<file path="config.mk">
export PLATFORM = sky130hd
export DESIGN_NAME = rpn_ram
export DESIGN_NICKNAME = d
export VERILOG_FILES = /design/src/hw/rtl/rpn_ram.sv
export SDC_FILE = /design/constraint.sdc
export NUM_CORES = 2
export LEC_CHECK = 0
export BUFFER_PORTS_ARGS = -buffer_cell sky130_fd_sc_hd__buf_4
export CAP_MARGIN = 20
export CORE_MARGIN = 2
export CORE_UTILIZATION = 67
export CTS_CLUSTER_DIAMETER = 50
export DETAILED_ROUTE_END_ITERATION = 6
export PLACE_DENSITY = 0.83
export SLEW_MARGIN = 20
export SYNTH_ARGS = -nofsm -noshare
export SYNTH_HDL_FRONTEND = slang
export SYNTH_SLANG_ARGS = --single-unit
</file>
<file path="constraint.sdc">
create_clock -name i_clk -period 6.2 [get_ports i_clk]
set_input_delay 0.31 -clock i_clk [delete_from_list [all_inputs] [get_ports i_clk]]
set_output_delay 0.31 -clock i_clk [all_outputs]
set_load 0.03 [all_outputs]
</file>
<file path="src/hw/rtl/rpn_ram.sv">
// ----------------------------------------------------------------------------
// rpn_ram
// Generic single-port-write, single-port-read RAM with registered read.
// ----------------------------------------------------------------------------
module rpn_ram #(
    parameter int WIDTH = 64,
    parameter int DEPTH = 32,
    localparam int AW   = (DEPTH > 1) ? $clog2(DEPTH) : 1
) (
    input  logic             i_clk,
    input  logic             i_we,
    input  logic [AW-1:0]    i_waddr,
    input  logic [WIDTH-1:0] i_wdata,
    input  logic             i_re,
    input  logic [AW-1:0]    i_raddr,
    output logic [WIDTH-1:0] o_rdata
);

    logic [WIDTH-1:0] r_mem [DEPTH];
    logic [WIDTH-1:0] r_rdata;

    always_ff @(posedge i_clk) begin
        if (i_we) begin
            r_mem[i_waddr] <= i_wdata;
        end
        if (i_re) begin
            r_rdata <= r_mem[i_raddr];
        end
    end

    assign o_rdata = r_rdata;

endmodule

</file>
== Word-level counts from Yosys, hierarchy flattened ==
Memory sizes are Yosys's and may differ from the RTL's. A register that Yosys moved wholly into a read port is not among the register bits.
Cells that the tools add are included.

* Flip-flop bits (word level): 0
* Bits in writable memories: 2,048
* Bits of input ports: 77
* Output and inout port bits: 64
* Logic and storage cells: 3
* Memories: 1

* Multiplexer cells: 2

{| class="wikitable"
|+ Memory list
! name !! words !! width !! read ports !! clocked after Yosys merged registers in !! wr ports !! RTL line !! text
|-
| r_mem || 32 || 64 || 1 || 1 || 1 || 19 || <nowiki>logic [WIDTH-1:0] r_mem [DEPTH];</nowiki>
|}

{| class="wikitable"
|+ Operators by type and width
! cell !! count
|-
| $mux W1 || 2
|}

== Longest topological paths before layout ==
* Depth after elaboration: 2
* Mapped depth: 9
* Mapped depth without buffers: 4

== Worst setup path before layout ==
OpenSTA, ideal clock, no wires.

* Kind: input-to-reg
* Start: input port i_waddr[1]
* End: memory r_mem[12][0], enable pin
* Setup time: 486 ps
* Data arrival time: 3,646 ps
* Data required time: 5,714 ps
* Setup slack: 2,068 ps
* Stages: 3
* Buffers on the path: 1
* Cell sequence: or3b_2 > clkbuf_1 > nor2_1

{| class="wikitable"
|+ RTL lines
! item !! RTL line !! text
|-
| start, declared || 12 || <nowiki>input logic [AW-1:0] i_waddr,</nowiki>
|-
| end, declared || 19 ||
|}

No word-level cell before the write port.

== Worst setup path in the final report ==
* Start: input port i_waddr[1]
* End: memory r_mem[16][40], enable pin

No word-level cell before the write port.

==> flow_summary.toml <==
[job]
max_cap_violations = 0

[timing]
finalHoldViolCount = 0
slew-limit-headroom_pct = 22.00
final.period_utilization_pct = 43.94
setup_tns_final_ns = 0
worst_pin_slew_ns = 1.170
finalCriticalPeriod_ns = 2.724
maxClockFrequency_mhz = 367.0
rsz0062_at_grt = "false"
finalSetupViolCount = 0
hold_slack_ns = 0.1244
timing_max_transition_violations_final = 0
worst_clock_skew_ns = 0.02725

[global_route]
grt_first_pass_wirelength_mm = 312.2
grt_max_degree = 115
grt_use_total_pct = 37.59
antenna_found_initial = 11
first_global_vias = 40490
grt.overflow.total = 0

[floorplanning]
floorplan.die_area_sq_mm = 0.1216
initial_standard_cell_utilization_of_the_core_pct = 67.51
core_sq_mm = 0.1179
num_rows = 126
ioPinCount = 141
die_width_um = 348.7
fp.dieH_um = 348.7

[placement]
port_buffers = 140
numPlacedInstances = 4688
place.detailed.hpwl_mm = 95.03
gp_routability_congestion = 0.7747

[drt]
drt-vias-per-instance = 7.809
antenna_left = 0
drt_pass1_iterations = 6
drt_iter0_drc = 7340
remaining_drc_errors = 0
route.detailed.wl_per_inst_um = 43.54
drt_wl_total_mm = 222.5
via_count = 39910

[setup_path]
endpoint_kind_of_the_worst_setup_timing_path = "flop"
criticalPathCategory = "in -> reg"
crit_reg_reg_startpoint = "r_mem[28][48]$_DFFE_PP_"
critical_path.startpoint_type = "input pin"
timing.critical_path.fanout_max = 47
critPathLaunch = "i_waddr[1]"
critPathArrivalTime_ns = 3.15
worst-endpoint-required_ns = 6.63

[synthesis]
synth_register_bits = 2112
synth_sequential_area_ratio_pct = 79.67
synth.top_cell.area_share_pct = 79.67
postSynthAreaPerCell_sq_um = 25.70
netlist_top_cells_area = "edfxtp_1 80%, mux4_2 17%, mux2_2 1.0%, mux2i_1 0.48%, buf_2 0.41%"
yosysWarningCount = 0
synth_cell_type_count = 30
syn-num-nets = 3174
post_synth_instance_area_sq_mm = 0.07961
synth_top_cell_by_area = "edfxtp_1"
netlist_instances = 3097

[pwr]
irDropWorstVdd_mv = 0.3288
total_power_uw = 29710
reported_leakage_power_uw = 0.02806
power_density_over_the_cells_mw_per_mm2 = 330.5

[clock_tree]
clock-root-buffer = "clkbuf_16"
post-cts-setup-buffer-count = 0
numCtsBuffers = 197
tritoncts_clock_tree = "done"
worst_skew_pair_later_pin_latency_ns = 0.83
h-tree-depth = 4
cts_sinks = 2112
clock_tree.buffer_depth = 3
path_clk_slew_ns = 0.06

[layout]
layout-drive-gt1-share_pct = 33.30
final_cells = 5111
design.final.nets = 3492
area.growth.synth_to_final_pct = 12.92

[worst_hold_path]
min_path_type = "in -> reg"
timing.hold.worst.start = "i_re"

[run_status]
status = "complete, no violations"
state kept, by name (all words and copies together), names as in the netlist:
register  flops
o_rdata      64
r_mem      2048
cell families (layout without fill, tap and decap cells):
| group | count (synthesis) | in the layout | synth area share, % |
|---|---|---|---|
| AND/OR/NAND/NOR | 64 | 64 | 0.3757 |
| other | 0 | 4 | 0 |
| flip-flops | 2112 | 2112 | 79.67 |
| AO/OA/AOI/OAI | 50 | 50 | 0.4621 |
| multiplexers | 714 | 714 | 18.56 |
| buffers and inverters | 157 | 631 | 0.9368 |
final cells by class:
cell class                 count  area (sq um)
fill                        5357         28030
multi-input combinational    828         15680
antenna                        4         10.01
clock buffer                 245          5259
clock inverter               110          1022
timing repair buffer         275          2571
tap                         1536          1922
sequential                  2112         63420
inverter                       1         3.754
worst max-delay path: stages:
cell	delay [ns]
buf_4	0.12
or3b_2	0.71
nor2_4	0.89
buf_4	1.02
layer usage:
metal | up-vias | share of wire [%] | GRT usage (%)
met2 | 4172 | 50 | 61.53
li1 | 14170 | - | -
met5 | - | 0.031 | 0
met1 | 20800 | 32 | 50.14
met3 | 760 | 12 | 7.696
met4 | 10 | 5.1 | 16.61
report_power, final:
group / switching [uW] / internal (uW) / total (uW)
Clock: 5440 / 6690 / 12100
Combinational: 907 / 644 / 1550
Sequential: 102 / 15900 / 16000
cell usage after synthesis:
cell type,number
a22o_1,1
nor2_1,41
a22oi_1,3
edfxtp_1,2112
mux2i_1,38
and2_0,1
nand3b_1,5
nor2b_1,4
nand2b_1,2
o221ai_1,3
and2_1,3
buf_1,19
o31a_1,3
buf_4,14
inv_2,1
a221oi_1,12
nand2_1,3
o22ai_1,10
mux4_2,602
buf_2,65
mux2_2,74
o211ai_1,3
or3_1,1
buf_6,3
a211oi_1,3
clkbuf_1,55
o21ai_0,9
nand3_1,2
or3b_2,2
o2bb2ai_1,3
worst paths after layout:
path / endpoint / slack, ns / depth (start not counted)
worst min-delay path: o_rdata[13]$_DFFE_PP_ / 0.12 / 1
worst min register to register: o_rdata[25]$_DFFE_PP_ / 0.95 / 4
worst max register to register: o_rdata[48]$_DFFE_PP_ / 4.05 / 3
worst max-delay path: r_mem[16][40]$_DFFE_PP_ / 3.48 / 4
cells in the final DEF (no fill, tap or decap), drive strengths merged, types with 5 or more instances in the layout:
master          n
mux2           74
dlygate4sd3    64
nand3b          5
mux2i          38
clkinvlp        5
nor2           41
clkbuf        245
clkinv         82
buf           211
bufinv         16
o21ai           9
o22ai          10
edfxtp       2112
mux4          602
a221oi         12
inv             8
through the flow:
stage / util [%] / setup WS [ns] / area [sq um]
after floorplan: - / 2.068 / 79610
after global placement: 70.33 / 2.782 / 82930
after detailed placement: 70.35 / 2.727 / 82950
after CTS: 76.22 / 3.565 / 89880
after global routing: 76.23 / 3.351 / 89890
final: 76.23 / 3.476 / 89890
what timing repair did:
item / CTS / global route
endpoints found under the hold margin: 2048 / 0
resized for setup: 0 / 0
hold buffers: 64 / 0
Note: power is estimated with default switching activity, not from simulation.
