<file path="config.mk">
export PLATFORM = sky130hd
export DESIGN_NAME = rpn_alu
export DESIGN_NICKNAME = d
export VERILOG_FILES = /design/src/hw/rtl/rpn_pkg.sv /design/src/hw/rtl/rpn_alu.sv
export SDC_FILE = /design/constraint.sdc
export NUM_CORES = 2
export LEC_CHECK = 0
export BUFFER_PORTS_ARGS = -buffer_cell sky130_fd_sc_hd__clkbuf_2
export CAP_MARGIN = 5
export CORE_AREA = 2 2 353 355
export CTS_CLUSTER_SIZE = 20
export DETAILED_ROUTE_END_ITERATION = 8
export DIE_AREA = 0 0 355 357
export GPL_ROUTABILITY_DRIVEN = 0
export SLEW_MARGIN = 20
export SYNTH_ARGS = -nofsm -noshare
export SYNTH_HDL_FRONTEND = slang
export SYNTH_SLANG_ARGS = --single-unit
</file>
<file path="constraint.sdc">
create_clock -name i_clk -period 25 [get_ports i_clk]
set_input_delay 3.75 -clock i_clk [delete_from_list [all_inputs] [get_ports i_clk]]
set_output_delay 3.75 -clock i_clk [all_outputs]
set_load 0.02 [all_outputs]
</file>
<file path="src/hw/rtl/rpn_pkg.sv">
// ----------------------------------------------------------------------------
// rpn_pkg
// Shared types, constants and helpers of the RPN stack evaluator.
// ----------------------------------------------------------------------------
package rpn_pkg;

    localparam int STACK_DEPTH = 32;
    localparam int PTR_W       = (STACK_DEPTH > 1) ? $clog2(STACK_DEPTH) : 1;
    localparam int DEPTH_W     = $clog2(STACK_DEPTH + 1);
    localparam int DATA_W      = 64;
    localparam int OPND_W      = 32;
    localparam int ERR_W       = 3;

    localparam logic signed [DATA_W-1:0] OPERAND_MIN = -64'sd2147483648;
    localparam logic signed [DATA_W-1:0] OPERAND_MAX = 64'sd2147483647;

    localparam logic [7:0] CH_SPACE = 8'h20;
    localparam logic [7:0] CH_PLUS  = 8'h2B;
    localparam logic [7:0] CH_MINUS = 8'h2D;
    localparam logic [7:0] CH_STAR  = 8'h2A;
    localparam logic [7:0] CH_SLASH = 8'h2F;
    localparam logic [7:0] CH_ZERO  = 8'h30;
    localparam logic [7:0] CH_NINE  = 8'h39;

    localparam logic [ERR_W-1:0] ERR_NONE      = 3'd0;
    localparam logic [ERR_W-1:0] ERR_UNDERFLOW = 3'd1;
    localparam logic [ERR_W-1:0] ERR_RANGE     = 3'd2;
    localparam logic [ERR_W-1:0] ERR_DIVZERO   = 3'd3;
    localparam logic [ERR_W-1:0] ERR_DEPTH     = 3'd4;
    localparam logic [ERR_W-1:0] ERR_OVERFLOW  = 3'd5;

    typedef enum logic [1:0] {
        ALU_ADD,
        ALU_SUB,
        ALU_MUL,
        ALU_DIV
    } t_alu_op;

    typedef struct packed {
        logic    start;
        t_alu_op op;
    } t_alu_req;

    typedef enum logic [2:0] {
        ST_IDLE,
        ST_RD_B,
        ST_CHECK,
        ST_EXEC,
        ST_RD_0,
        ST_EMIT
    } t_state;

    function automatic logic out_of_range(input logic signed [DATA_W-1:0] v);
        return (v <= OPERAND_MIN) || (v >= OPERAND_MAX);
    endfunction

    function automatic logic is_operator(input logic [7:0] c);
        return (c == CH_PLUS) || (c == CH_MINUS) || (c == CH_STAR) || (c == CH_SLASH);
    endfunction

endpackage

</file>
<file path="src/hw/rtl/rpn_alu.sv">
// ----------------------------------------------------------------------------
// rpn_alu
// Shared arithmetic unit: registered add/sub/mul, bit-serial signed divide.
// ----------------------------------------------------------------------------
module rpn_alu (
    input  logic                                i_clk,
    input  logic                                i_rst_n,
    input  rpn_pkg::t_alu_req                   i_req,
    input  logic signed [rpn_pkg::OPND_W-1:0]   i_a,
    input  logic signed [rpn_pkg::OPND_W-1:0]   i_b,
    output logic                                o_done,
    output logic signed [rpn_pkg::DATA_W-1:0]   o_result
);

    localparam int W     = rpn_pkg::OPND_W;
    localparam int CNT_W = $clog2(W);

    logic                              r_busy;
    logic                              r_done;
    logic [CNT_W-1:0]                  r_cnt;
    logic [W-1:0]                      r_rem;
    logic [W-1:0]                      r_quo;
    logic [W-1:0]                      r_div;
    logic                              r_neg;
    logic signed [rpn_pkg::DATA_W-1:0] r_result;

    logic signed [rpn_pkg::DATA_W-1:0] a_ext;
    logic signed [rpn_pkg::DATA_W-1:0] b_ext;
    logic signed [rpn_pkg::DATA_W-1:0] fast_result;
    logic [W-1:0]                      a_mag;
    logic [W-1:0]                      b_mag;
    logic [W-1:0]                      rem_sh;
    logic [W:0]                        diff;
    logic                              q_bit;
    logic [W-1:0]                      n_rem;
    logic [W-1:0]                      n_quo;
    logic signed [W-1:0]               q_signed;

    assign a_ext = rpn_pkg::DATA_W'(i_a);
    assign b_ext = rpn_pkg::DATA_W'(i_b);
    assign a_mag = i_a[W-1] ? W'(-i_a) : W'(i_a);
    assign b_mag = i_b[W-1] ? W'(-i_b) : W'(i_b);

    always_comb begin
        unique case (i_req.op)
            rpn_pkg::ALU_ADD: fast_result = b_ext + a_ext;
            rpn_pkg::ALU_SUB: fast_result = b_ext - a_ext;
            rpn_pkg::ALU_MUL: fast_result = i_b * i_a;
            default:          fast_result = '0;
        endcase
    end

    // one restoring step
    assign rem_sh   = {r_rem[W-2:0], r_quo[W-1]};
    assign diff     = {1'b0, rem_sh} - {1'b0, r_div};
    assign q_bit    = ~diff[W];
    assign n_rem    = q_bit ? diff[W-1:0] : rem_sh;
    assign n_quo    = {r_quo[W-2:0], q_bit};
    assign q_signed = r_neg ? $signed(-n_quo) : $signed(n_quo);

    always_ff @(posedge i_clk) begin
        if (!i_rst_n) begin
            r_busy <= 1'b0;
            r_done <= 1'b0;
        end else begin
            r_done <= 1'b0;
            if (i_req.start) begin
                if (i_req.op == rpn_pkg::ALU_DIV) begin
                    r_busy <= 1'b1;
                end else begin
                    r_done <= 1'b1;
                end
            end else if (r_busy && (r_cnt == CNT_W'(W - 1))) begin
                r_busy <= 1'b0;
                r_done <= 1'b1;
            end
        end
    end

    always_ff @(posedge i_clk) begin
        if (i_req.start) begin
            r_cnt    <= '0;
            r_rem    <= '0;
            r_quo    <= b_mag;
            r_div    <= a_mag;
            r_neg    <= i_a[W-1] ^ i_b[W-1];
            r_result <= fast_result;
        end else if (r_busy) begin
            r_cnt <= r_cnt + CNT_W'(1);
            r_rem <= n_rem;
            r_quo <= n_quo;
            if (r_cnt == CNT_W'(W - 1)) begin
                r_result <= rpn_pkg::DATA_W'(q_signed);
            end
        end
    end

    assign o_done   = r_done;
    assign o_result = r_result;

endmodule

</file>
* Word-level counts from Yosys, hierarchy flattened
Cells that the tools add are included.
** Word-level totals
- Output and inout port bits :: 65
- Logic and storage cells :: 47
- Register bits after elaboration :: 167
- Input bits :: 69
** Cells by class
- Muxes and demuxes :: 16
- Bitwise logic cells :: 2
- Multipliers :: 1
- Add/sub/neg operators :: 7
- Equal/unequal tests :: 5
- Reductions and logical operators :: 7
** Operator list (count)
- two-way mux 64 bit :: 3
- case mux 64 bit (3 select lines) :: 1
- two-way mux 32 bit :: 4
- negation 32 bit :: 3
- subtractor 32 x 32 -> 33 bit :: 2
- multiplier 32 x 32 -> 64 bit :: 1
- two-way mux 31 bit :: 2
- adder 32 x 32 -> 33 bit :: 1
- two-way mux 1 bit :: 6
- nonzero test 2 bit :: 3
- adder 5 x 1 -> 5 bit (second input constant) :: 1
- == test 5 bit (second input constant) :: 1
- == test 2 bit (second input constant) :: 2
- AND reduction 2 bit :: 2
- == test 2 x 1 -> 1 bit (second input constant) :: 1
- logical NOT 2 bit :: 1
- inequality test 2 x 1 -> 1 bit (second input constant) :: 1
- logical AND 1 bit :: 1
- NOT 1 bit :: 1
- XOR 1 bit :: 1

* Logic depth before layout (Yosys ltp)
- Depth in word-level cells :: 7
- Gate-level depth with buffers :: 32
- Gate-level depth less buffers :: 28

* Least setup slack after synthesis
No wires, ideal clock.
- Path type :: input to register
- Start point :: input i_b[31] in the netlist's numbering
- End point :: register r_result (netlist bit o_result[62]) (data pin)
- Stages on the path :: 29
- Path slack :: 13173 ps
- Buffers on the path :: 4
- Arrival :: 11560 ps
- Library setup time :: 267 ps
- Cells stage by stage :: clkbuf_1 > clkbuf_1 > buf_1 > nand2_1 > inv_1 > fa_1 > inv_1 > fa_1 > inv_1 > fa_1 > fa_1 > inv_1 > fa_1 > inv_1 > fa_1 > inv_1 > fa_1 > inv_1 > fa_1 > ha_1 > clkbuf_1 > nand4_1 > nor3_1 > nand3_1 > a211o_1 > o31ai_1 > and2_1 > mux2i_1 > o21ai_0
** Between the ends
- Word-level cells in the longest chain between the ends :: 3
** Ends and longest elaborated chain
- from (decl) :: line rpn_alu.sv:10 : input logic signed [rpn_pkg::OPND_W-1:0] i_b,
- multiplier 32 x 32 -> 64 bit, or another cell as far along :: line rpn_alu.sv:48 : rpn_pkg::ALU_MUL: fast_result = i_b * i_a;
- case mux 64 bit (3 select lines) (*) :: line rpn_alu.sv:45 : unique case (i_req.op)
- two-way mux 64 bit (*) :: line rpn_alu.sv:81 : if (i_req.start) begin
- to (signal assigned) :: line rpn_alu.sv:87 : r_result <= fast_result;
- to (signal assigned) :: line rpn_alu.sv:93 : r_result <= rpn_pkg::DATA_W'(q_signed);
- to (decl) :: line rpn_alu.sv:25 : logic signed [rpn_pkg::DATA_W-1:0] r_result;
Mark *: on every way between the ends. The rest lies on a longest branch, timed or not.
A chain may end at the register's enable or synchronous reset.

* Worst setup path in the final report
Ends and elaborated chain as after synthesis.

==> results_dict.tcl <==
set metrics [dict create \
    critPathKind "in -> reg" \
    fp-row-count 129 \
    yosysWarnings 0 \
    clkTransAtPathRegs_ps 80 \
    crit_fanout 51 \
    register_area_um2 4640 \
    insertion_delay_ps 470 \
    core_um2 123000 \
    nets 6701 \
    htree_levels 4 \
    reg2regPathDepth 19 \
    hold_buffers 0 \
    maxCapViolCount 0 \
    initial_core_util_pct 39.7 \
    hpwlAfterDp_um 116000 \
    drive_above_1_share_pct 5.12 \
    drt_iter0_drc 3561 \
    grt_pass1_vias 39500 \
    relSlewSlack_pct 22.7 \
    drc 0 \
    critPathLaunch "i_b[31]" \
    fillers 12200 \
    postRouteWirelength_um 154000 \
    drtAntennaViolNets 0 \
    post_cts_resized 0 \
    required_ps 25200 \
    ys_types 79 \
    r2r-start "r_quo[31]" \
    worstPathArrival_ps 13150 \
    final_cell_mix "fa_1 (1085), inv_1 (1073), nand2_1 (605)" \
    pre_cts_ws_ps 11750 \
    slew_violations 0 \
    setup_slack_ps 12050 \
    cts_tree "yes" \
    wl_per_cell_um 22.3 \
    grt_start_max_net_pins 67 \
    syn_to_final_growth_pct 5.66 \
    dr.pass1.iters 6 \
    synth_cells 5335 \
    period_minus_slack_ps 12950 \
    hp-class "reg -> reg" \
    final_area_um2 51600 \
    ys_ff_latch 167 \
    cts_sinks 167 \
    rsz0062_at_grt "false" \
    grt_pass1_wl_um 243000 \
    die_w_um 355 \
    crit_end "o_result[62]" \
    timing.final.crit_share_pct 51.8 \
    vias_per_cell 5.44 \
    postCtsSetupBuffers 0 \
    ctsRootBufferMaster "clkbuf_16" \
    cp-end-kind "flip-flop" \
    netlist_area_um2 48900 \
    ys_async_sr_fraction_pct 0 \
    io_buffers 133 \
    final_common_cell "fa_1" \
    syn_nets 6775 \
    synth_ff_type "edfxtp_1" \
    seq_area_frac_synth_pct 9.48 \
    ff2ff_setup_slack_ps 19590 \
    via_count 37600 \
    avgSynthCellArea_um2 9.16 \
    clockBufferDepth 2 \
    multiInputGateArea_um2 39100 \
    status "finished, final reports clean" \
    track_usage_pct 25.1 \
    numCtsBuffers 17 \
    synth_edf_count 129 \
    antenna_found_initial 7 \
    reg2reg_to "o_result[26]" \
    fin_hold_ws_ps 500 \
    hold_viol 0 \
    clock_skew_ps 27.1 \
    dpl_cell_area_um2 51000 \
    grt_overflow 0 \
    finalSetupViolCount 0 \
    max_freq_mhz 77.2 \
    worstMarginPinSlew_ps 1160 \
    die_y_um 357 \
    die_area_um2 127000 \
    fin_tns_setup_ps 0 \
    io_pins 134 \
    cp-start-kind "input port" \
]
[synthesized netlist by cell type, drive strengths merged (6+ instances only)]
library cell / instances / share of area [%]
a2111oi: 8 / 0.14
a211o: 6 / 0.11
a211oi: 19 / 0.29
a21o: 55 / 0.84
a21oi: 185 / 1.9
a221oi: 16 / 0.29
a22oi: 6 / 0.092
a311oi: 25 / 0.45
a31o: 6 / 0.11
a31oi: 20 / 0.26
a32oi: 7 / 0.13
and2: 451 / 5.8
and3: 13 / 0.17
buf: 17 / 0.15
clkbuf: 286 / 2.2
dfxtp: 38 / 1.6
edfxtp: 129 / 7.9
fa: 1085 / 44
ha: 286 / 7.3
inv: 1073 / 8.2
mux2i: 17 / 0.35
nand2: 606 / 4.7
nand2b: 32 / 0.41
nand3: 25 / 0.26
nand4: 17 / 0.22
nor2: 243 / 1.9
nor2b: 27 / 0.35
nor3: 27 / 0.28
nor4: 16 / 0.24
o211ai: 15 / 0.23
o21a: 17 / 0.26
o21ai: 163 / 1.7
o21bai: 17 / 0.26
o22ai: 7 / 0.090
o31ai: 39 / 0.63
o41ai: 12 / 0.22
or2: 9 / 0.12
or3: 21 / 0.29
or4: 11 / 0.19
xnor2: 127 / 2.3
xor2: 89 / 1.6
[sequential cells by signal, summed over array words and instances (netlist names)]
| name | count |
|---|---|
| r_cnt | 5 |
| o_result | 64 |
| r_rem | 31 |
| r_div | 32 |
| r_quo | 32 |
| r_busy | 1 |
| o_done | 1 |
| r_neg | 1 |
[metrics by stage]
step | std cells | utilization, %
global placement | 6879 | 41.5
finish | 6914 | 42.0
floorplan | 5335 | -
CTS | 6911 | 42.0
global route | 6911 | 42.0
detailed placement | 6879 | 41.5
[area by class of cell]
type                       instances  area share, %
clock inverter                    12          0.240
clock buffer                      20          0.928
tap                             1637           3.97
multi-input combinational       3787           75.6
sequential                       167           8.98
inverter                        1078           7.83
timing repair buffer             210           2.41
antenna                            3         0.0145
[kinds of logic after synthesis]
| kind of cell | share of synthesized area, % |
|---|---|
| fa+ha+maj | 51.8 |
| buf+inv | 10.6 |
| compound gates | 8.77 |
| mux | 0.440 |
| xor+xnor | 3.87 |
| simple gates | 15.0 |
| flops | 9.48 |
[layer usage]
| metal | global-route usage [%] | vias to the layer above | share of wire [%] |
|---|---|---|---|
| met5 | 0 | - | 0.031 |
| met4 | 8.44 | 8 | 3.9 |
| met3 | 4.21 | 313 | 8.2 |
| met2 | 40.5 | 1721 | 46 |
| met1 | 34.4 | 19400 | 42 |
| li1 | - | 16200 | - |
[how the worst min path moves through the flow]
stage	startpoint	to	slack, ps	depth (start not counted)
after global routing	r_rem[4]	r_rem[4]	530	2
after detailed placement	r_rem[4]	r_rem[5]	490	2
after CTS	r_rem[23]	r_rem[24]	500	2
after global placement	r_cnt[4]	r_cnt[4]	480	2
final	r_rem[5]	r_rem[6]	500	2
after floorplan	r_rem[21]	r_rem[21]	460	2
[worst max-delay path, cell delays in order]
cell      delay [ps]
clkbuf_2          80
buf_4            580
clkinv_1         640
nor2_1           560
fa_1             510
inv_1            240
fa_1             470
inv_1            210
fa_1             520
fa_1             820
inv_1            400
fa_1             590
inv_1             60
fa_1             530
inv_1             50
fa_1             490
inv_1             60
fa_1             470
ha_1             420
nand4_1          150
nor3_1           300
nand3_1          110
a211o_1          400
o31ai_1          250
and2_1           190
mux2i_1          180
o21ai_0          100
Power is not shown: default switching activity piles up to over one toggle a cycle in this logic, so the estimate is an artifact.
